**src/rtl/adcmv_pkg.sv**
```systemverilog
// Package with the constants and derived widths of the ADC average millivolt converter.
package adcmv_pkg;

   localparam int SAMPLES_PER_GROUP = 16;
   localparam int SAMPLE_BITS       = 12;
   localparam int MV_W              = 11;
   localparam int RES_W             = 16;

   localparam logic [MV_W-1:0] BANDGAP_MV_RESET = MV_W'(1190);

   localparam int CNT_W      = $clog2(SAMPLES_PER_GROUP + 1);
   localparam int SUM_W      = SAMPLE_BITS + $clog2(SAMPLES_PER_GROUP);
   localparam int DIVIDEND_W = MV_W + SAMPLE_BITS;
   localparam int ACC_W      = RES_W + SAMPLE_BITS;
   localparam int UNIT_W     = RES_W + 1;
   localparam int STEP_W     = $clog2(DIVIDEND_W);

   localparam logic [CNT_W-1:0]  GROUP_LAST = CNT_W'(SAMPLES_PER_GROUP);
   localparam logic [STEP_W-1:0] DIV_LAST   = STEP_W'(DIVIDEND_W - 1);
   localparam logic [STEP_W-1:0] MUL_LAST   = STEP_W'(SAMPLE_BITS - 1);

   localparam logic SOURCE_CHANNEL = 1'b0;
   localparam logic SOURCE_BANDGAP = 1'b1;

endpackage

```
**src/rtl/adc_average_millivolt_convert.sv**
```systemverilog
// Top level of the ADC average millivolt converter: group averaging, divide and scale.
//
// Each source keeps its own group: the first sample after a group is dropped and the next
// sixteen are summed and averaged. A channel sample is taken without leaving idle and never
// yields a transfer on the result side. A bandgap sample that completes its group starts the
// supply computation, bandgap_mv * 4096 / average, on a bit-serial restoring divider, followed
// by a saturation step and, when a channel average is pending, a shift-add multiply for the
// channel voltage; both run on one shared 17-bit adder. Such an item therefore holds the input
// stalled through the divide, the saturation step and any multiply, and then until the
// previous result has been taken and its own result is registered. The bandgap_mv register
// must only be written while the block is idle.
module adc_average_millivolt_convert (
   input  logic                                 clock,
   input  logic                                 reset,
   input  logic                                 req_valid,
   output logic                                 req_stall,
   input  logic [adcmv_pkg::SAMPLE_BITS-1:0]    req_sample,
   input  logic                                 req_source,
   output logic                                 rsp_valid,
   input  logic                                 rsp_stall,
   output logic [adcmv_pkg::RES_W-1:0]          rsp_supply_mv,
   output logic [adcmv_pkg::RES_W-1:0]          rsp_channel_mv,
   output logic                                 rsp_channel_valid,
   input  logic                                 csr_write,
   input  logic [adcmv_pkg::MV_W-1:0]           csr_wdata
);

   localparam int SB  = adcmv_pkg::SAMPLE_BITS;
   localparam int DW  = adcmv_pkg::DIVIDEND_W;
   localparam int AW  = adcmv_pkg::ACC_W;
   localparam int UW  = adcmv_pkg::UNIT_W;
   localparam int RW  = adcmv_pkg::RES_W;

   localparam logic [2:0] ST_IDLE = 3'd0;
   localparam logic [2:0] ST_DIV  = 3'd1;
   localparam logic [2:0] ST_FIN  = 3'd2;
   localparam logic [2:0] ST_MUL  = 3'd3;
   localparam logic [2:0] ST_DONE = 3'd4;

   logic [2:0]                         state_ff, state_in;
   logic [adcmv_pkg::MV_W-1:0]         bandgap_mv_ff;
   logic [adcmv_pkg::SUM_W-1:0]        ch_sum_ff, ch_sum_in, bg_sum_ff, bg_sum_in;
   logic [adcmv_pkg::CNT_W-1:0]        ch_count_ff, ch_count_in, bg_count_ff, bg_count_in;
   logic [SB-1:0]                      ch_avg_ff, ch_avg_in;
   logic                               ch_ready_ff, ch_ready_in;
   logic [SB-1:0]                      divisor_ff, divisor_in;
   logic                               zero_ff, zero_in;
   logic                               chv_ff, chv_in;
   logic [DW-1:0]                      quo_ff, quo_in;
   logic [SB-1:0]                      rem_ff, rem_in;
   logic [AW-1:0]                      acc_ff, acc_in;
   logic [RW-1:0]                      supply_ff, supply_in;
   logic [adcmv_pkg::STEP_W-1:0]       step_ff, step_in;
   logic                               rsp_valid_ff, rsp_valid_in;
   logic [RW-1:0]                      rsp_supply_ff, rsp_supply_in;
   logic [RW-1:0]                      rsp_channel_ff, rsp_channel_in;
   logic                               rsp_chv_ff, rsp_chv_in;

   logic                               accept;
   logic [adcmv_pkg::SUM_W-1:0]        cur_sum, new_sum;
   logic [adcmv_pkg::CNT_W-1:0]        cur_count;
   logic                               group_done;
   logic [SB-1:0]                      group_avg;
   logic [SB:0]                        rem_shift;
   logic [UW-1:0]                      unit_a, unit_b;
   logic                               unit_cin;
   logic [UW:0]                        unit_sum;
   logic                               out_free;

   assign req_stall         = (state_ff != ST_IDLE);
   assign accept            = req_valid && !req_stall;
   assign rsp_valid         = rsp_valid_ff;
   assign rsp_supply_mv     = rsp_supply_ff;
   assign rsp_channel_mv    = rsp_channel_ff;
   assign rsp_channel_valid = rsp_chv_ff;
   assign out_free          = !rsp_valid_ff || !rsp_stall;

   assign cur_sum    = (req_source == adcmv_pkg::SOURCE_BANDGAP) ? bg_sum_ff : ch_sum_ff;
   assign cur_count  = (req_source == adcmv_pkg::SOURCE_BANDGAP) ? bg_count_ff : ch_count_ff;
   assign new_sum    = cur_sum + adcmv_pkg::SUM_W'(req_sample);
   assign group_done = (cur_count == adcmv_pkg::GROUP_LAST);
   assign group_avg  = SB'(new_sum / adcmv_pkg::SAMPLES_PER_GROUP);
   assign rem_shift  = {rem_ff, quo_ff[DW-1]};

   // The shared adder subtracts the divisor while dividing and adds the partial product
   // while multiplying.
   always_comb begin
      if (state_ff == ST_MUL) begin
         unit_a   = UW'(acc_ff[AW-1:SB]);
         unit_b   = acc_ff[0] ? UW'(supply_ff) : '0;
         unit_cin = 1'b0;
      end else begin
         unit_a   = UW'(rem_shift);
         unit_b   = ~UW'(divisor_ff);
         unit_cin = 1'b1;
      end
      unit_sum = {1'b0, unit_a} + {1'b0, unit_b} + (UW + 1)'(unit_cin);
   end

   always_comb begin
      state_in       = state_ff;
      ch_sum_in      = ch_sum_ff;
      bg_sum_in      = bg_sum_ff;
      ch_count_in    = ch_count_ff;
      bg_count_in    = bg_count_ff;
      ch_avg_in      = ch_avg_ff;
      ch_ready_in    = ch_ready_ff;
      divisor_in     = divisor_ff;
      zero_in        = zero_ff;
      chv_in         = chv_ff;
      quo_in         = quo_ff;
      rem_in         = rem_ff;
      acc_in         = acc_ff;
      supply_in      = supply_ff;
      step_in        = step_ff;
      rsp_valid_in   = rsp_valid_ff && rsp_stall;
      rsp_supply_in  = rsp_supply_ff;
      rsp_channel_in = rsp_channel_ff;
      rsp_chv_in     = rsp_chv_ff;

      case (state_ff)
         ST_IDLE: begin
            if (accept) begin
               if (req_source == adcmv_pkg::SOURCE_CHANNEL) begin
                  if (ch_count_ff == '0) begin
                     ch_count_in = adcmv_pkg::CNT_W'(1);
                     ch_sum_in   = '0;
                  end else if (group_done) begin
                     ch_count_in = '0;
                     ch_sum_in   = '0;
                     ch_avg_in   = group_avg;
                     ch_ready_in = 1'b1;
                  end else begin
                     ch_count_in = ch_count_ff + adcmv_pkg::CNT_W'(1);
                     ch_sum_in   = new_sum;
                  end
               end else begin
                  if (bg_count_ff == '0) begin
                     bg_count_in = adcmv_pkg::CNT_W'(1);
                     bg_sum_in   = '0;
                  end else if (group_done) begin
                     bg_count_in = '0;
                     bg_sum_in   = '0;
                     divisor_in  = group_avg;
                     zero_in     = (group_avg == '0);
                     chv_in      = ch_ready_ff;
                     ch_ready_in = 1'b0;
                     quo_in      = {bandgap_mv_ff, {SB{1'b0}}};
                     rem_in      = '0;
                     step_in     = '0;
                     state_in    = ST_DIV;
                  end else begin
                     bg_count_in = bg_count_ff + adcmv_pkg::CNT_W'(1);
                     bg_sum_in   = new_sum;
                  end
               end
            end
         end
         ST_DIV: begin
            quo_in  = {quo_ff[DW-2:0], unit_sum[UW]};
            rem_in  = unit_sum[UW] ? unit_sum[SB-1:0] : rem_shift[SB-1:0];
            step_in = step_ff + adcmv_pkg::STEP_W'(1);
            if (step_ff == adcmv_pkg::DIV_LAST) begin
               state_in = ST_FIN;
            end
         end
         ST_FIN: begin
            if (zero_ff) begin
               supply_in = '0;
            end else if (|quo_ff[DW-1:RW]) begin
               supply_in = '1;
            end else begin
               supply_in = quo_ff[RW-1:0];
            end
            acc_in   = AW'(ch_avg_ff);
            step_in  = '0;
            state_in = chv_ff ? ST_MUL : ST_DONE;
         end
         ST_MUL: begin
            acc_in  = {unit_sum[RW:0], acc_ff[SB-1:1]};
            step_in = step_ff + adcmv_pkg::STEP_W'(1);
            if (step_ff == adcmv_pkg::MUL_LAST) begin
               state_in = ST_DONE;
            end
         end
         ST_DONE: begin
            if (out_free) begin
               rsp_valid_in   = 1'b1;
               rsp_supply_in  = supply_ff;
               rsp_channel_in = chv_ff ? acc_ff[AW-1:SB] : '0;
               rsp_chv_in     = chv_ff;
               state_in       = ST_IDLE;
            end
         end
         default: begin
            state_in = ST_IDLE;
         end
      endcase
   end

   always_ff @(posedge clock) begin
      if (reset) begin
         state_ff      <= ST_IDLE;
         bandgap_mv_ff <= adcmv_pkg::BANDGAP_MV_RESET;
         ch_sum_ff     <= '0;
         bg_sum_ff     <= '0;
         ch_count_ff   <= '0;
         bg_count_ff   <= '0;
         ch_avg_ff     <= '0;
         ch_ready_ff   <= 1'b0;
         rsp_valid_ff  <= 1'b0;
         step_ff       <= '0;
      end else begin
         state_ff     <= state_in;
         if (csr_write) begin
            bandgap_mv_ff <= csr_wdata;
         end
         ch_sum_ff    <= ch_sum_in;
         bg_sum_ff    <= bg_sum_in;
         ch_count_ff  <= ch_count_in;
         bg_count_ff  <= bg_count_in;
         ch_avg_ff    <= ch_avg_in;
         ch_ready_ff  <= ch_ready_in;
         rsp_valid_ff <= rsp_valid_in;
         step_ff      <= step_in;
      end
   end

   always_ff @(posedge clock) begin
      divisor_ff     <= divisor_in;
      zero_ff        <= zero_in;
      chv_ff         <= chv_in;
      quo_ff         <= quo_in;
      rem_ff         <= rem_in;
      acc_ff         <= acc_in;
      supply_ff      <= supply_in;
      rsp_supply_ff  <= rsp_supply_in;
      rsp_channel_ff <= rsp_channel_in;
      rsp_chv_ff     <= rsp_chv_in;
   end

endmodule

```
**config.mk**
```make
export PLATFORM = sky130hd
export DESIGN_NAME = adc_average_millivolt_convert
export DESIGN_NICKNAME = d
export VERILOG_FILES = /design/src/rtl/adcmv_pkg.sv /design/src/rtl/adc_average_millivolt_convert.sv
export SDC_FILE = /design/constraint.sdc
export NUM_CORES = 1
export LEC_CHECK = 0
export ABC_AREA = 1
export BUFFER_PORTS_ARGS = -buffer_cell sky130_fd_sc_hd__buf_4
export CAP_MARGIN = 0
export CELL_PAD_IN_SITES_DETAIL_PLACEMENT = 1
export CELL_PAD_IN_SITES_GLOBAL_PLACEMENT = 1
export CORE_ASPECT_RATIO = 0.7
export CORE_UTILIZATION = 49
export CTS_BUF_LIST = sky130_fd_sc_hd__clkbuf_4 sky130_fd_sc_hd__clkbuf_8 sky130_fd_sc_hd__clkbuf_16
export DETAILED_ROUTE_END_ITERATION = 8
export GPL_ROUTABILITY_DRIVEN = 0
export PLACE_DENSITY_LB_ADDON = 0.1
export RECOVER_POWER = 50
export SETUP_SLACK_MARGIN = 0.5
export SYNTH_ARGS = -nofsm -noshare
export SYNTH_HDL_FRONTEND = slang
export SYNTH_SLANG_ARGS = --single-unit
```
**constraint.sdc**
```tcl
create_clock -name clock -period 8.2 [get_ports clock]
set_clock_uncertainty 0.15 [all_clocks]
set_input_delay 1.23 -clock clock [delete_from_list [all_inputs] [get_ports clock]]
set_output_delay 1.23 -clock clock [all_outputs]
set_load 0.03 [all_outputs]
```
## Word level (Yosys, flattened, before mapping)

Index checks and enable logic that the tools add are counted.

- Flip-flop bits (word level): 201
- Bits of input ports: 29
- Output and inout bits: 35
- Word-level logic and storage cells: 118

- Add/sub/neg operators: 6
- Equality and inequality tests: 16
- Mux-type cells: 47
- Bitwise gates (word level): 4
- Reduce and logical (&&, ||, !) cells: 25

Operators with widths:

| operator | count |
|---|---|
| $mux W16 | 7 |
| $mux W23 | 4 |
| $mux W12 | 5 |
| $pmux W28 S2 | 1 |
| $pmux W23 S2 | 1 |
| $mux W5 | 9 |
| $reduce_and A5 Y1 | 5 |
| $mux W3 | 8 |
| $pmux W12 S2 | 1 |
| $add A16 B17 Y18 | 1 |
| $add A18 B1 Y18 | 1 |
| $mux W17 | 1 |
| $not A12 Y17 | 1 |
| $add A16 B12 Y16 | 1 |
| $ne A2 B2 Y1 const B | 8 |
| $add A5 B1 Y5 const B | 3 |
| $pmux W3 S5 | 1 |
| $pmux W5 S3 | 1 |
| $logic_not A12 Y1 | 1 |
| $eq A5 B5 Y1 const B | 2 |
| $logic_not A5 Y1 | 2 |
| $mux W1 | 8 |
| $reduce_and A7 Y1 | 1 |
| $reduce_or A7 Y1 | 1 |
| 15 further kinds | 24 |

## Longest topological paths before layout

- Word-level depth: 7
- Depth in mapped cells: 20
- Mapped depth without buffers: 18

## Least setup slack after synthesis

Ideal clock, no wire load.

- Path kind: input port to flip-flop
- Start: input port req_source
- End: register quo_ff[0] (enable)
- Setup time: 0.427 ns
- Arrival: 3.461 ns
- Data required time: 7.623 ns
- Slack: 4.162 ns
- Stages: 7
- Path buffers: 1
- Cell sequence: buf_4 -> nand4_1 -> nand2_2 -> nand3_1 -> nand2_1 -> nand2_2 -> nor2_1

- Word-level cells in the longest chain between the ends: 4
- Elaborated cells on any way between the ends: 5
- Classes of those cells: 3 x eq/ne; 1 x mux; 1 x reduce/logical

Ends and longest elaborated chain:

| element | RTL line | RTL |
|---|---|---|
| start, declared | adc_average_millivolt_convert.sv:18 | `input logic req_source,` |
| $mux W5 | adc_average_millivolt_convert.sv:79 | `assign cur_count = (req_source == adcmv_pkg::SOURCE_BANDGAP) ? bg_count_ff : ch_count_ff;` |
| $eq A5 B5 Y1 | adc_average_millivolt_convert.sv:81 | `assign group_done = (cur_count == adcmv_pkg::GROUP_LAST);` |
| $ne A2 B2 Y1 (no line) | - |  |
| $reduce_and A5 Y1 (no line) (*) | - |  |
| end signal, assigned | adc_average_millivolt_convert.sv:233 | `quo_ff <= quo_in;` |
| end, declared | adc_average_millivolt_convert.sv:49 | `logic [DW-1:0] quo_ff, quo_in;` |

Mark *: on every way between the ends. The rest lies on a longest branch, timed or not.
A chain may end at the register's enable or synchronous reset.

==> results.txt <==
* Number of antenna violations at the first check in global routing: 0
* Syn nets: 1,300
- Slowest stage cell, crit path: sky130_fd_sc_hd__clkbuf_1
- Status: finished, violations left
- CP peak stage delay: 1.97 ns
* RSZ-0062 raised after global routing: no
- Final Util: 56.20%
- Total area of sequential cells: 5285 um^2
* Floorplan die width: around 170 um
- The later pin in the worst-skew pair is clocked with a latency of 0.51 ns.
* Pre-CTS worst setup slack: 3.830 ns
* Number of buffers inserted to repair setup after CTS: 0
- The floorplan has 43 rows.
* Vias after detailed routing: 8,506
- The area growth from synthesis to layout is 10.53%.
* Top achievable clock speed: 215.8 MHz
- TritonCTS built the clock tree.
- Data required, critical path: 8.45 ns
- Register area share after synthesis: 51.66%
- In the routed layout, each cell is associated on average with a via count of 5.456.
- Summing all multi-input logic gate instances after layout gives between 4000 and 5000 um^2.
- Portion of the clock cycle consumed by the worst path in the final layout: between 50% and 60%
- Cell at the root of the clock tree: sky130_fd_sc_hd__clkbuf_16
* Count of buffers from port buffering: 63
* Clk sinks: 201
* Post-detailed-route DRC marker count: 0
- Cts bufs inserted: 20
- Setup violations remaining at the end of the flow were counted as 0.
- Worst ir drop on vdd: 0.1415 mV
- Worst Max-Slew Pin Slew: 3.005 ns
- Share of final-layout standard cells stronger than drive strength 1: 7.913%
- The final number of max-transition violations came to 124.
* Die boundary height: around 120 um
* Fill count: 2,476
- Count of nets after finishing: 1,341
- Count of flip-flops with a built-in enable after synthesis: 126
* Flip-flop and latch count after synthesis: 201
- Pin count of the biggest net entering global routing: 79
- STA classifies the critical path startpoint as a primary input.
* Starting Density: between 50% and 60%
- Longest Clk Path Bufs: 3
- After layout, the minimum clock period comes to about 4.6 ns.
* Critical path fanouts, max: 60
- DR iter-0 viols: about 770
- By startpoint and endpoint, the worst setup path is classified as in -> reg.
* Synth warn: 0
- Leakage power figure: between 4 and 5 nW
- DPL Wire Length: 20,720 um
- First-pass GRT wire length: ~46,000 um
- Final count of hold timing violations: 0
- The worst path meets setup with roughly 3.6 ns of slack.
* Type of element capturing the critical path: register
- Die area: ~21,000 um^2
- Count of pins on the block boundary: 64
- Power spread over the standard cell area amounts to 182.5 nW/um^2.
* Vias in the first global route: 8,493
- Post-cts repair resize count: 0
* Total core area: between 20,000 and 25,000 um^2
* Worst-path clk slew: 0.06 ns
* Dominant synthesized flop cell: sky130_fd_sc_hd__edfxtp_1
- After technology mapping, the gate count stands at 1,235.
- The design draws slightly above 2 mW.
* Total overflow reported by the global router: 0
* Max-cap viol count: 3
- Total Neg Setup Slack: 0 ns
* Post-synthesis area per instance: 8.284 um^2
* Number of nets with antenna violations after detailed routing: 0
- The first TritonRoute pass finished after 5 iterations.
* Fraction of registers with async set or reset after synthesis: 0%
- H-tree depth: 1
* Series of cell instances along the critical path: clkbuf_1 > inv_1 > nand2_1 > o21bai_1 > a21oi_2
* Post-synthesis instance area: 10,230 um^2
* Remaining max-slew budget at the tightest pin: -101.1%
- Hold crit path type: reg -> reg
* Number of diodes: 0
* Count of different cell masters after synthesis: 41
- STA puts the critical path data arrival time at 4.89 ns.
* Total length of routed wires: 29,410 um
- Total track usage: 27.61%
- The checks that failed: max-capacitance violations, max-slew violations.
- In the final routed layout, each cell accounts on average for 18.87 um.
- After clock tree synthesis, the flow added hold-fix buffers numbering 0.
critical path, delay by kind of cell:
family,cells,cell delay (ns)
simple gates,1,0.37
compound gates,2,0.21
buf+inv,2,3.02
registers in the layout (all words and copies together), names as in the netlist, 11 cells and up:
register	count
divisor_ff	12
ch_sum_ff	16
bandgap_mv_ff	11
rsp_supply_mv	16
rsp_channel_mv	16
ch_avg_ff	12
bg_sum_ff	16
rem_ff	12
acc_ff	28
quo_ff	23
supply_ff	16
cell type report:
type,instances,share of cell area [%]
inverter,163,5.422
multi-input combinational,822,36.09
timing repair buffer,68,3.253
sequential,201,46.74
clock buffer,30,5.200
tap,270,2.987
clock inverter,5,0.3098
cells by family after synthesis:
kind of cell,share of synthesized area (%)
buffers and inverters,8.438
XOR/XNOR,1.370
flip-flops,51.66
AO/OA/AOI/OAI,9.588
AND/OR/NAND/NOR,24.32
adder cells (fa/ha/maj),4.623
final timing paths:
kind | start | endpoint | slack (ns) | cells after the start
setup reg to reg | state_ff[1] | acc_ff[25] | 3.67 | 15
hold reg to reg | bandgap_mv_ff[1] | bandgap_mv_ff[1] | 0.31 | 2
setup / recovery | reset | ch_count_ff[4] | 3.57 | 5
hold / removal | bandgap_mv_ff[1] | bandgap_mv_ff[1] | 0.31 | 2
per-stage QoR:
step | hold WS, ns | cells | area, um^2
finish | 0.3097 | 1559 | 11310
global route | 0.3008 | 1559 | 11310
global placement | 0.2594 | 1524 | 10850
detailed placement | 0.2812 | 1524 | 10850
floorplan | 0.2519 | 1235 | 10230
CTS | 0.2957 | 1559 | 11470
cell usage in the layout, fill, tap and decap left out, types with 7 or more instances in the layout:
master	instances
sky130_fd_sc_hd__clkbuf_1	38
sky130_fd_sc_hd__a21oi_1	98
sky130_fd_sc_hd__ha_1	33
sky130_fd_sc_hd__edfxtp_1	126
sky130_fd_sc_hd__xnor2_1	7
sky130_fd_sc_hd__clkbuf_4	8
sky130_fd_sc_hd__xor2_1	9
sky130_fd_sc_hd__o21ai_1	12
sky130_fd_sc_hd__dfxtp_1	75
sky130_fd_sc_hd__nor2_1	117
sky130_fd_sc_hd__inv_1	150
sky130_fd_sc_hd__clkbuf_16	20
sky130_fd_sc_hd__nand4_1	16
sky130_fd_sc_hd__buf_4	30
sky130_fd_sc_hd__inv_2	11
sky130_fd_sc_hd__nand3_1	83
sky130_fd_sc_hd__nand2_1	333
sky130_fd_sc_hd__o21ai_0	58
where the power goes:
part	internal, mW	leakage [nW]	total, mW	switching [mW]
Combinational	0.0307	2.80	0.0965	0.0658
Sequential	1.07	1.78	1.08	0.00435
Clock	0.498	0.314	0.891	0.393
Total	1.60	4.89	2.06	0.463
Yosys cell counts (all sizes together) (3+ instances only):
cell | instances | area [um^2]
nor3 | 6 | 30.03
nor2 | 123 | 510.5
nand2 | 343 | 1333
xor2 | 9 | 78.83
fa | 3 | 60.06
xnor2 | 7 | 61.31
o21ai | 70 | 350.3
buf | 25 | 160.2
nand3 | 84 | 425.4
a21o | 5 | 37.54
or2 | 6 | 37.53
nand4 | 16 | 100.1
a21oi | 100 | 508.0
inv | 162 | 608.1
a31oi | 4 | 25.02
ha | 33 | 412.9
dfxtp | 75 | 1501
edfxtp | 126 | 3784
clkbuf | 24 | 90.09
layer usage:
layer / part of all wire (%) / up-vias / track usage [%]
li1: - / 4110 / -
met1: 49 / 4114 / 41.53
met2: 44 / 238 / 42.53
met3: 5.5 / 44 / 2.829
met4: 2.2 / 0 / 7.391
met5: 0 / - / 0
Power figures use the tool's default switching activity.
